## src/design/sxr_pkg.sv

```systemverilog
// ----------------------------------------------------------------------------
// sxr_pkg
// Types and constants shared by the nibblized SysEx frame receiver.
// ----------------------------------------------------------------------------
package sxr_pkg;

  localparam int BLOCK_BYTES = 128;
  localparam int MAX_PAYLOAD = 2047;

  localparam int LEN_W   = 11;
  localparam int CNT_W   = 13;
  localparam int BCNT_W  = 7;
  localparam int ADDR_W  = 4;
  localparam int DATA_W  = 32;
  localparam int HDR_LEN = 6;

  localparam logic [LEN_W-1:0] MAX_LEN =
    (MAX_PAYLOAD > 2047) ? 11'h7ff : LEN_W'(MAX_PAYLOAD);
  localparam logic [LEN_W-1:0] RAW_LEN =
    (BLOCK_BYTES > MAX_PAYLOAD) ? MAX_LEN : LEN_W'(BLOCK_BYTES);

  localparam logic [7:0] SYSEX_START = 8'hf0;
  localparam logic [7:0] SYSEX_END   = 8'hf7;

  localparam logic [7:0] CMD_PATCH = 8'h01;
  localparam logic [7:0] CMD_SEQ   = 8'h02;
  localparam logic [7:0] CMD_WAVE  = 8'h03;
  localparam logic [7:0] CMD_RAW   = 8'h40;

  localparam logic [1:0] KIND_PATCH = 2'd0;
  localparam logic [1:0] KIND_SEQ   = 2'd1;
  localparam logic [1:0] KIND_WAVE  = 2'd2;
  localparam logic [1:0] KIND_RAW   = 2'd3;

  localparam logic [1:0] REG_PATCH_LEN = 2'd0;
  localparam logic [1:0] REG_SEQ_LEN   = 2'd1;
  localparam logic [1:0] REG_WAVE_LEN  = 2'd2;
  localparam logic [1:0] REG_BLK_CNT   = 2'd3;

  typedef enum logic [2:0] {
    PH_IDLE    = 3'd0,
    PH_HEADER  = 3'd1,
    PH_COMMAND = 3'd2,
    PH_DATA    = 3'd3,
    PH_FOOTER  = 3'd4,
    PH_OK      = 3'd5,
    PH_ERROR   = 3'd6
  } phase_t;

  typedef struct packed {
    logic [LEN_W-1:0]  patch_len;
    logic [LEN_W-1:0]  seq_len;
    logic [LEN_W-1:0]  wave_len;
    logic [BCNT_W-1:0] block_count;
  } cfg_t;

  typedef struct packed {
    logic             byte_valid;
    logic [7:0]       payload_byte;
    logic [LEN_W-1:0] payload_index;
    logic [1:0]       target_kind;
    logic [7:0]       block_argument;
    logic [2:0]       rx_status;
    logic             frame_done;
  } result_t;

  function automatic logic [7:0] header_byte(input logic [2:0] idx);
    logic [7:0] b;
    case (idx)
      3'd0: b = 8'hf0;
      3'd1: b = 8'h00;
      3'd2: b = 8'h20;
      3'd3: b = 8'h77;
      3'd4: b = 8'h00;
      3'd5: b = 8'h02;
      default: b = 8'h00;
    endcase
    return b;
  endfunction

  function automatic logic [LEN_W-1:0] clamp_len(input logic [LEN_W-1:0] len);
    return (len > MAX_LEN) ? MAX_LEN : len;
  endfunction

  function automatic logic [1:0] kind_of(input logic [7:0] cmd);
    logic [1:0] k;
    case (cmd)
      CMD_SEQ:  k = KIND_SEQ;
      CMD_WAVE: k = KIND_WAVE;
      CMD_RAW:  k = KIND_RAW;
      default:  k = KIND_PATCH;
    endcase
    return k;
  endfunction

endpackage

```

## src/design/sxr_apb_regs.sv

```systemverilog
// ----------------------------------------------------------------------------
// sxr_apb_regs
// APB register file: payload lengths and raw block count.
// ----------------------------------------------------------------------------
module sxr_apb_regs (
  input  logic                       clk,
  input  logic                       rst_n,
  input  logic                       psel,
  input  logic                       penable,
  input  logic                       pwrite,
  input  logic [sxr_pkg::ADDR_W-1:0] paddr,
  input  logic [sxr_pkg::DATA_W-1:0] pwdata,
  output logic [sxr_pkg::DATA_W-1:0] prdata,
  output logic                       pready,
  output sxr_pkg::cfg_t              cfg
);

  sxr_pkg::cfg_t cfg_r;
  logic          wr_en;
  logic [1:0]    reg_idx;

  assign pready  = 1'b1;
  assign wr_en   = psel && penable && pwrite;
  assign reg_idx = paddr[3:2];
  assign cfg     = cfg_r;

  always_ff @(posedge clk) begin
    if (!rst_n) begin
      cfg_r.patch_len   <= 11'd128;
      cfg_r.seq_len     <= 11'd128;
      cfg_r.wave_len    <= 11'd1024;
      cfg_r.block_count <= 7'd64;
    end else if (wr_en) begin
      case (reg_idx)
        sxr_pkg::REG_PATCH_LEN: cfg_r.patch_len <= pwdata[sxr_pkg::LEN_W-1:0];
        sxr_pkg::REG_SEQ_LEN:   cfg_r.seq_len   <= pwdata[sxr_pkg::LEN_W-1:0];
        sxr_pkg::REG_WAVE_LEN:  cfg_r.wave_len  <= pwdata[sxr_pkg::LEN_W-1:0];
        sxr_pkg::REG_BLK_CNT:   cfg_r.block_count <= pwdata[sxr_pkg::BCNT_W-1:0];
        default: ;
      endcase
    end
  end

  always_comb begin
    case (reg_idx)
      sxr_pkg::REG_PATCH_LEN: prdata = 32'(cfg_r.patch_len);
      sxr_pkg::REG_SEQ_LEN:   prdata = 32'(cfg_r.seq_len);
      sxr_pkg::REG_WAVE_LEN:  prdata = 32'(cfg_r.wave_len);
      sxr_pkg::REG_BLK_CNT:   prdata = 32'(cfg_r.block_count);
      default:                prdata = '0;
    endcase
  end

endmodule

```

## src/design/sxr_parser.sv

```systemverilog
// ----------------------------------------------------------------------------
// sxr_parser
// Frame state machine: header match, command, nibble join, checksum check.
// ----------------------------------------------------------------------------
module sxr_parser (
  input  logic                clk,
  input  logic                rst_n,
  input  logic                step,
  input  logic [7:0]          rx_byte,
  input  sxr_pkg::cfg_t       cfg,
  output sxr_pkg::result_t    res
);

  sxr_pkg::phase_t                phase_r, phase_nxt;
  logic [sxr_pkg::CNT_W-1:0]      cnt_r, cnt_nxt;
  logic [7:0]                     sum_r, sum_nxt;
  logic [3:0]                     hi_r, hi_nxt;
  logic [7:0]                     cmd_r, cmd_nxt;
  logic [7:0]                     arg_r, arg_nxt;
  logic [sxr_pkg::LEN_W-1:0]      len_r, len_nxt;
  logic [7:0]                     chk_r, chk_nxt;

  logic [sxr_pkg::CNT_W-2:0]      byte_idx;
  logic [sxr_pkg::CNT_W-1:0]      cnt_limit;
  logic [7:0]                     full;
  logic                           good;

  always_ff @(posedge clk) begin
    if (!rst_n) begin
      phase_r <= sxr_pkg::PH_IDLE;
      cnt_r   <= '0;
      sum_r   <= '0;
      hi_r    <= '0;
      cmd_r   <= '0;
      arg_r   <= '0;
      len_r   <= '0;
      chk_r   <= '0;
    end else if (step) begin
      phase_r <= phase_nxt;
      cnt_r   <= cnt_nxt;
      sum_r   <= sum_nxt;
      hi_r    <= hi_nxt;
      cmd_r   <= cmd_nxt;
      arg_r   <= arg_nxt;
      len_r   <= len_nxt;
      chk_r   <= chk_nxt;
    end
  end

  assign byte_idx  = cnt_r[sxr_pkg::CNT_W-1:1];
  assign cnt_limit = {1'b0, len_r, 1'b0} + sxr_pkg::CNT_W'(2);
  assign full      = {hi_r, rx_byte[3:0]};

  always_comb begin
    phase_nxt = phase_r;
    cnt_nxt   = cnt_r;
    sum_nxt   = sum_r;
    hi_nxt    = hi_r;
    cmd_nxt   = cmd_r;
    arg_nxt   = arg_r;
    len_nxt   = len_r;
    chk_nxt   = chk_r;
    good      = 1'b0;
    res.byte_valid    = 1'b0;
    res.payload_byte  = '0;
    res.payload_index = '0;
    res.frame_done    = 1'b0;

    if (rx_byte == sxr_pkg::SYSEX_START) begin
      sum_nxt   = '0;
      cnt_nxt   = '0;
      phase_nxt = sxr_pkg::PH_HEADER;
    end

    case (phase_nxt)
      sxr_pkg::PH_HEADER: begin
        if (cnt_nxt < sxr_pkg::CNT_W'(sxr_pkg::HDR_LEN) &&
            sxr_pkg::header_byte(cnt_nxt[2:0]) == rx_byte) begin
          cnt_nxt = cnt_nxt + 1'b1;
          if (cnt_nxt >= sxr_pkg::CNT_W'(sxr_pkg::HDR_LEN)) begin
            phase_nxt = sxr_pkg::PH_COMMAND;
            cnt_nxt   = '0;
          end
        end else begin
          cmd_nxt   = '0;
          phase_nxt = sxr_pkg::PH_FOOTER;
        end
      end
      sxr_pkg::PH_COMMAND: begin
        if (cnt_nxt == '0) begin
          cmd_nxt = rx_byte;
          cnt_nxt = sxr_pkg::CNT_W'(1);
        end else begin
          arg_nxt   = rx_byte;
          cnt_nxt   = '0;
          phase_nxt = sxr_pkg::PH_DATA;
          case (cmd_nxt)
            sxr_pkg::CMD_PATCH: len_nxt = sxr_pkg::clamp_len(cfg.patch_len);
            sxr_pkg::CMD_SEQ:   len_nxt = sxr_pkg::clamp_len(cfg.seq_len);
            sxr_pkg::CMD_WAVE:  len_nxt = sxr_pkg::clamp_len(cfg.wave_len);
            sxr_pkg::CMD_RAW:   len_nxt = sxr_pkg::RAW_LEN;
            default:            phase_nxt = sxr_pkg::PH_FOOTER;
          endcase
        end
      end
      sxr_pkg::PH_DATA: begin
        if (cnt_r[0]) begin
          if (byte_idx < {1'b0, len_r}) begin
            sum_nxt           = sum_r + full;
            res.byte_valid    = 1'b1;
            res.payload_byte  = full;
            res.payload_index = byte_idx[sxr_pkg::LEN_W-1:0];
          end else begin
            chk_nxt = full;
          end
        end else begin
          hi_nxt = rx_byte[3:0];
        end
        cnt_nxt = cnt_r + 1'b1;
        if (cnt_nxt >= cnt_limit) begin
          phase_nxt = sxr_pkg::PH_FOOTER;
        end
      end
      sxr_pkg::PH_FOOTER: begin
        if (rx_byte == sxr_pkg::SYSEX_END && sum_r == chk_r) begin
          case (cmd_r)
            sxr_pkg::CMD_PATCH,
            sxr_pkg::CMD_SEQ,
            sxr_pkg::CMD_WAVE: good = 1'b1;
            sxr_pkg::CMD_RAW:  good = {1'b0, arg_r} < {2'b00, cfg.block_count};
            default:           good = 1'b0;
          endcase
        end
        phase_nxt      = good ? sxr_pkg::PH_OK : sxr_pkg::PH_ERROR;
        res.frame_done = 1'b1;
      end
      default: ;
    endcase

    res.target_kind    = sxr_pkg::kind_of(cmd_nxt);
    res.block_argument = arg_nxt;
    res.rx_status      = phase_nxt;
  end

endmodule

```

## src/design/nibble_sysex_frame_receiver.sv

```systemverilog
// ----------------------------------------------------------------------------
// nibble_sysex_frame_receiver
// Nibblized SysEx frame receiver with APB configuration.
// ----------------------------------------------------------------------------
// Takes one MIDI byte per beat and returns exactly one result beat for each,
// in order. Unless in_stall is high, a new byte is taken every clock cycle.
// Its result appears on the outputs when the result register loads it;
// all parsing is combinational between input and result registers, so the
// frame state loop sets the rate at one byte per cycle while unstalled.
// in_stall rises only while a result waits in the result register and the
// next one is ready behind it. The user must write lengths and the block
// count over APB only while no frame is in flight; the block never checks it.
module nibble_sysex_frame_receiver (
  input  logic                       clk,
  input  logic                       rst_n,
  input  logic                       in_valid,
  output logic                       in_stall,
  input  logic [7:0]                 in_rx_byte,
  output logic                       out_valid,
  input  logic                       out_stall,
  output logic                       out_byte_valid,
  output logic [7:0]                 out_payload_byte,
  output logic [10:0]                out_payload_index,
  output logic [1:0]                 out_target_kind,
  output logic [7:0]                 out_block_argument,
  output logic [2:0]                 out_rx_status,
  output logic                       out_frame_done,
  input  logic                       psel,
  input  logic                       penable,
  input  logic                       pwrite,
  input  logic [sxr_pkg::ADDR_W-1:0] paddr,
  input  logic [sxr_pkg::DATA_W-1:0] pwdata,
  output logic [sxr_pkg::DATA_W-1:0] prdata,
  output logic                       pready
);

  sxr_pkg::cfg_t    cfg;
  sxr_pkg::result_t res;
  sxr_pkg::result_t out_r;
  logic             in_valid_r;
  logic [7:0]       in_byte_r;
  logic             out_valid_r;
  logic             out_free;
  logic             advance;

  sxr_apb_regs u_regs (
    .clk     (clk),
    .rst_n   (rst_n),
    .psel    (psel),
    .penable (penable),
    .pwrite  (pwrite),
    .paddr   (paddr),
    .pwdata  (pwdata),
    .prdata  (prdata),
    .pready  (pready),
    .cfg     (cfg)
  );

  sxr_parser u_parser (
    .clk     (clk),
    .rst_n   (rst_n),
    .step    (advance),
    .rx_byte (in_byte_r),
    .cfg     (cfg),
    .res     (res)
  );

  assign out_free = !out_valid_r || !out_stall;
  assign advance  = in_valid_r && out_free;
  assign in_stall = in_valid_r && !out_free;

  always_ff @(posedge clk) begin
    if (!rst_n) begin
      in_valid_r <= 1'b0;
    end else if (!in_stall) begin
      in_valid_r <= in_valid;
    end
  end

  always_ff @(posedge clk) begin
    if (!in_stall) begin
      in_byte_r <= in_rx_byte;
    end
  end

  always_ff @(posedge clk) begin
    if (!rst_n) begin
      out_valid_r <= 1'b0;
    end else if (advance) begin
      out_valid_r <= 1'b1;
    end else if (!out_stall) begin
      out_valid_r <= 1'b0;
    end
  end

  always_ff @(posedge clk) begin
    if (advance) begin
      out_r <= res;
    end
  end

  assign out_valid          = out_valid_r;
  assign out_byte_valid     = out_r.byte_valid;
  assign out_payload_byte   = out_r.payload_byte;
  assign out_payload_index  = out_r.payload_index;
  assign out_target_kind    = out_r.target_kind;
  assign out_block_argument = out_r.block_argument;
  assign out_rx_status      = out_r.rx_status;
  assign out_frame_done     = out_r.frame_done;

endmodule

```

## config.mk

```make
export PLATFORM = sky130hd
export DESIGN_NAME = nibble_sysex_frame_receiver
export DESIGN_NICKNAME = d
export VERILOG_FILES = /design/src/design/sxr_pkg.sv /design/src/design/sxr_apb_regs.sv /design/src/design/sxr_parser.sv /design/src/design/nibble_sysex_frame_receiver.sv
export SDC_FILE = /design/constraint.sdc
export NUM_CORES = 1
export LEC_CHECK = 0
export BUFFER_PORTS_ARGS = -buffer_cell sky130_fd_sc_hd__buf_2
export CORE_MARGIN = 8
export CORE_UTILIZATION = 48
export CTS_BUF_LIST = sky130_fd_sc_hd__clkbuf_8
export DETAILED_ROUTE_END_ITERATION = 16
export PLACE_DENSITY = 0.69
export SLEW_MARGIN = 20
export SYNTH_ARGS = -nofsm -noshare
export SYNTH_HDL_FRONTEND = slang
export SYNTH_SLANG_ARGS = --single-unit
```

## constraint.sdc

```tcl
create_clock -name clk -period 5.01 [get_ports clk]
set_input_delay 0.501 -clock clk [delete_from_list [all_inputs] [get_ports clk]]
set_output_delay 0.501 -clock clk [all_outputs]
set_load 0.02 [all_outputs]
```

==> metrics.log <==
[metrics] run status: complete, no violations
[metrics] DRC violations left: 0
[metrics] most common flop cell mapped by yosys: dfxtp_1
[metrics] initial cell density of the core: between 40% and 50%
[metrics] DIE AREA: roughly 22,000 um2
[metrics] Hold Vio Cnt, Final: 0
[metrics] global route hottest layer: met2
[metrics] CP Data Arrival Time: around 4400 ps
[metrics] internal reg-to-reg setup slack: 890 ps
[metrics] number of pins with negative max-slew slack in the final report: 0
[metrics] I/O Pins: 120
[metrics] post-route ant nets: 0
[metrics] element type at the critical path start: flop
[metrics] CTS root buf: clkbuf_8
[metrics] clock transition at the registers of the reported paths: about 80 ps
[metrics] most frequent cell after synthesis: nand2_1
[metrics] Layout area overhead: 9.63%
[metrics] unrepaired setup endpoints after global routing: no
[metrics] crit path max-delay cell type: or4_4
[metrics] peak ir drop on the vdd network: approximately 0.19 mV
[metrics] number of fillers in the final layout: around 1,600
[metrics] top cell types by occurrence after synthesis: nand2_1 (111), dfxtp_1 (105), nor2_1 (74)
[metrics] setup skew after layout: roughly 14 ps
[metrics] Horiz. Die Dim: ~150 um
[metrics] first-pass GRT wire length: 34,200 um
[metrics] worst min-delay path endpoint: in_byte_r[5]$_DFFE_PN_
[metrics] nature of the critical path endpoint: flop
[metrics] cell taking the most area after synthesis: dfxtp_1
[metrics] # hold bufs at CTS: 0
[metrics] Static Leakage: ~0.0036 uW
[metrics] most area-consuming cells after synthesis: dfxtp_1 (25%), edfxtp_1 (15%), ha_1 (5.9%), nand2_1 (5.0%), a21oi_1 (4.0%)
[metrics] leftover overflow at the end of global routing: 0
[metrics] standard cell core area: around 17,000 um2
[metrics] Slew Limit Headroom: a little under 30%
[metrics] Chip Height: 148 um
[metrics] average wire per standard cell: roughly 17 um
[metrics] M3 GR Usage: roughly 4.4%
[metrics] worst hold-check path type: input pin to flop
[metrics] pin slew with the least headroom to its limit: 1060 ps
[metrics] met2 Usage GRT: a little under a third
[metrics] number of warnings printed during yosys synthesis: 0
[metrics] count of input and output buffers: 74
[metrics] number of flops mapped to enable cells by yosys: between 40 and 50
[metrics] routability cong.: ~0.87
[metrics] via count of the first global-routing pass: approximately 6,700
[metrics] share of the synthesized area in the top cell type: between 20% and 30%
[metrics] cell breakdown of the critical path: buf_4 -> or4_4 -> or2_2 -> nand2_1 -> ha_1 -> nand4b_1 -> o211ai_1 -> o211ai_2 -> a2111o_1 -> a21oi_2 -> nand3_1 -> a222oi_1
[metrics] PwrDens: 260 nW/um2
[metrics] sink count of the clock tree: 147
[metrics] number of levels in the clock H-tree: 4
[metrics] FF+latch count, synth: 147
[metrics] Total Nets Final: ~1,100
[metrics] number of core rows: 48
[metrics] Netlist Area Pre-Place: around 8300 um2
[metrics] worst setup path class: flop to flop
[metrics] total global-route track usage: between 10% and 20%
[metrics] Critical R2R Capture: out_target_kind[0]$_DFFE_PP_
[metrics] register area share after synthesis: about two fifths
[metrics] Via Count: 6,964
[metrics] # Post-CTS Setup Buffers: 0
[metrics] clock tree buffer depth: 2
[metrics] async set or reset register ratio after synthesis: 0%
[metrics] TNS Setup: 0 ps
[metrics] start of the worst register-to-register path: in_byte_r[0]$_DFFE_PN_
[metrics] Max-Cap Viols: 0
[metrics] delay-heaviest family, CP: compound AO/OA/AOI/OAI gates
[metrics] Worst Setup SP: in_byte_r[0]$_DFFE_PN_
[metrics] sequential standard cell area: 3360 um2
[metrics] Hold Path Cell Cnt: 1
[metrics] CTS Buf Count: 17
[metrics] setup-violating endpoint count in the final report: 0
[metrics] Total Wirelength: 20,800 um
[metrics] met1 Use GR: 25.6%
[metrics] via density per instance: between 5 and 6
[metrics] initial antenna violation count: 0
[metrics] number of violations reported at the end of detailed-routing iteration 0: 590
[metrics] critical path fanouts, max: 30
[metrics] clock latency on the worst-skew pair: 470 ps
[metrics] clock period minus final worst setup slack: 4120 ps
[metrics] maximum achievable frequency: about 240 MHz
[metrics] fraction of layout cells with a size suffix above 1: around 15%
[metrics] HPWL Detailed: around 15,000 um
[metrics] multi-input logic area: ~4500 um2
[metrics] clock tree from TritonCTS: done
[metrics] Final Hold Slack: 206 ps
[metrics] r2r worst-path depth: 12
[metrics] count of instances resized after the clock tree is built: 0
[metrics] Post-Synthesis Mean Instance Area: slightly below 9 um2
[metrics] Netlist cell types: 72
[metrics] TritonRoute pass-1 iters: 5
[metrics] post-route fraction of the period consumed by the critical path: a little over 80%
[metrics] maximum number of pins on one net before global-route repair: between 50 and 60
[metrics] required time at the endpoint of the critical path: 5260 ps
[metrics] Worst path max stage delay: about 570 ps
[metrics] launch instance of the worst min-delay path: in_rx_byte[5]
[metrics] count of mapped cells out of synthesis: between 900 and 1,000
[metrics] number of buffer and inverter instances along the worst setup path: 1
[metrics] Antenna diodes: 0
worst max-delay path by stage:
| stage | to | depth (start not counted) |
|---|---|---|
| final | out_target_kind[0]$_DFFE_PP_ | 12 |
| after global routing | out_rx_status[2]$_DFFE_PP_ | 12 |
| after global placement | out_target_kind[0]$_DFFE_PP_ | 12 |
| after CTS | out_target_kind[0]$_DFFE_PP_ | 12 |
| after floorplan | out_target_kind[0]$_DFFE_PP_ | 14 |
| after detailed placement | out_target_kind[0]$_DFFE_PP_ | 12 |
cell type report:
cell class	count	share of cell area [%]
well taps	225	3.09
clock inverters	13	1.15
clock buffers	19	2.87
repair buffers	86	5.05
multi-input cells	692	49.6
inverters	34	1.40
flip-flops and latches	147	36.9
cell usage in the layout (no fill, tap or decap), types with 20 or more instances in the layout:
| cell | instances |
|---|---|
| conb_1 | 22 |
| a21oi_1 | 67 |
| and3_1 | 22 |
| ha_1 | 39 |
| dfxtp_1 | 105 |
| buf_2 | 74 |
| nand2_1 | 111 |
| xor2_1 | 20 |
| inv_1 | 33 |
| edfxtp_1 | 42 |
| o21ai_0 | 40 |
| nor2_1 | 74 |
| nand3_1 | 32 |
where the power goes:
group,switching [uW],total (uW),internal [uW]
clock network,477,894,417
logic,143,210,66.7
registers,20.3,1270,1250
state kept, by name, indices dropped and copies added (netlist names), 11 cells and up:
name,cells
u_regs.cfg,40
u_parser.len_r,11
out_payload_index,11
u_parser.cnt_r,13
kinds of logic after synthesis:
group	count (synthesis)	synth area share (%)
xor+xnor	36	3.79
fa+ha+maj	41	6.23
compound gates	230	18.3
other cells	2	0.0903
flops	147	40.4
simple gates	323	18.8
buf+inv	113	6.27
mux	40	6.14
metrics by stage:
step                util, %  total power, uW  area (um2)  setup slack [ps]  cells
floorplan                 -             1450        8390              1370    952
global placement       51.1             1500        8750              1090   1184
detailed placement     51.1             1510        8750               963   1184
CTS                    53.2             2390        9110               932   1216
global route           53.3             2470        9120               657   1216
finish                 53.3             2370        9120               893   1216
routing by layer:
metal / vias up / part of all wire (%)
li1: 3422 / -
met1: 3292 / 45
met2: 222 / 46
met5: - / 0
met4: 0 / 1.7
met3: 28 / 6.5
Power figures use the tool's default switching activity.
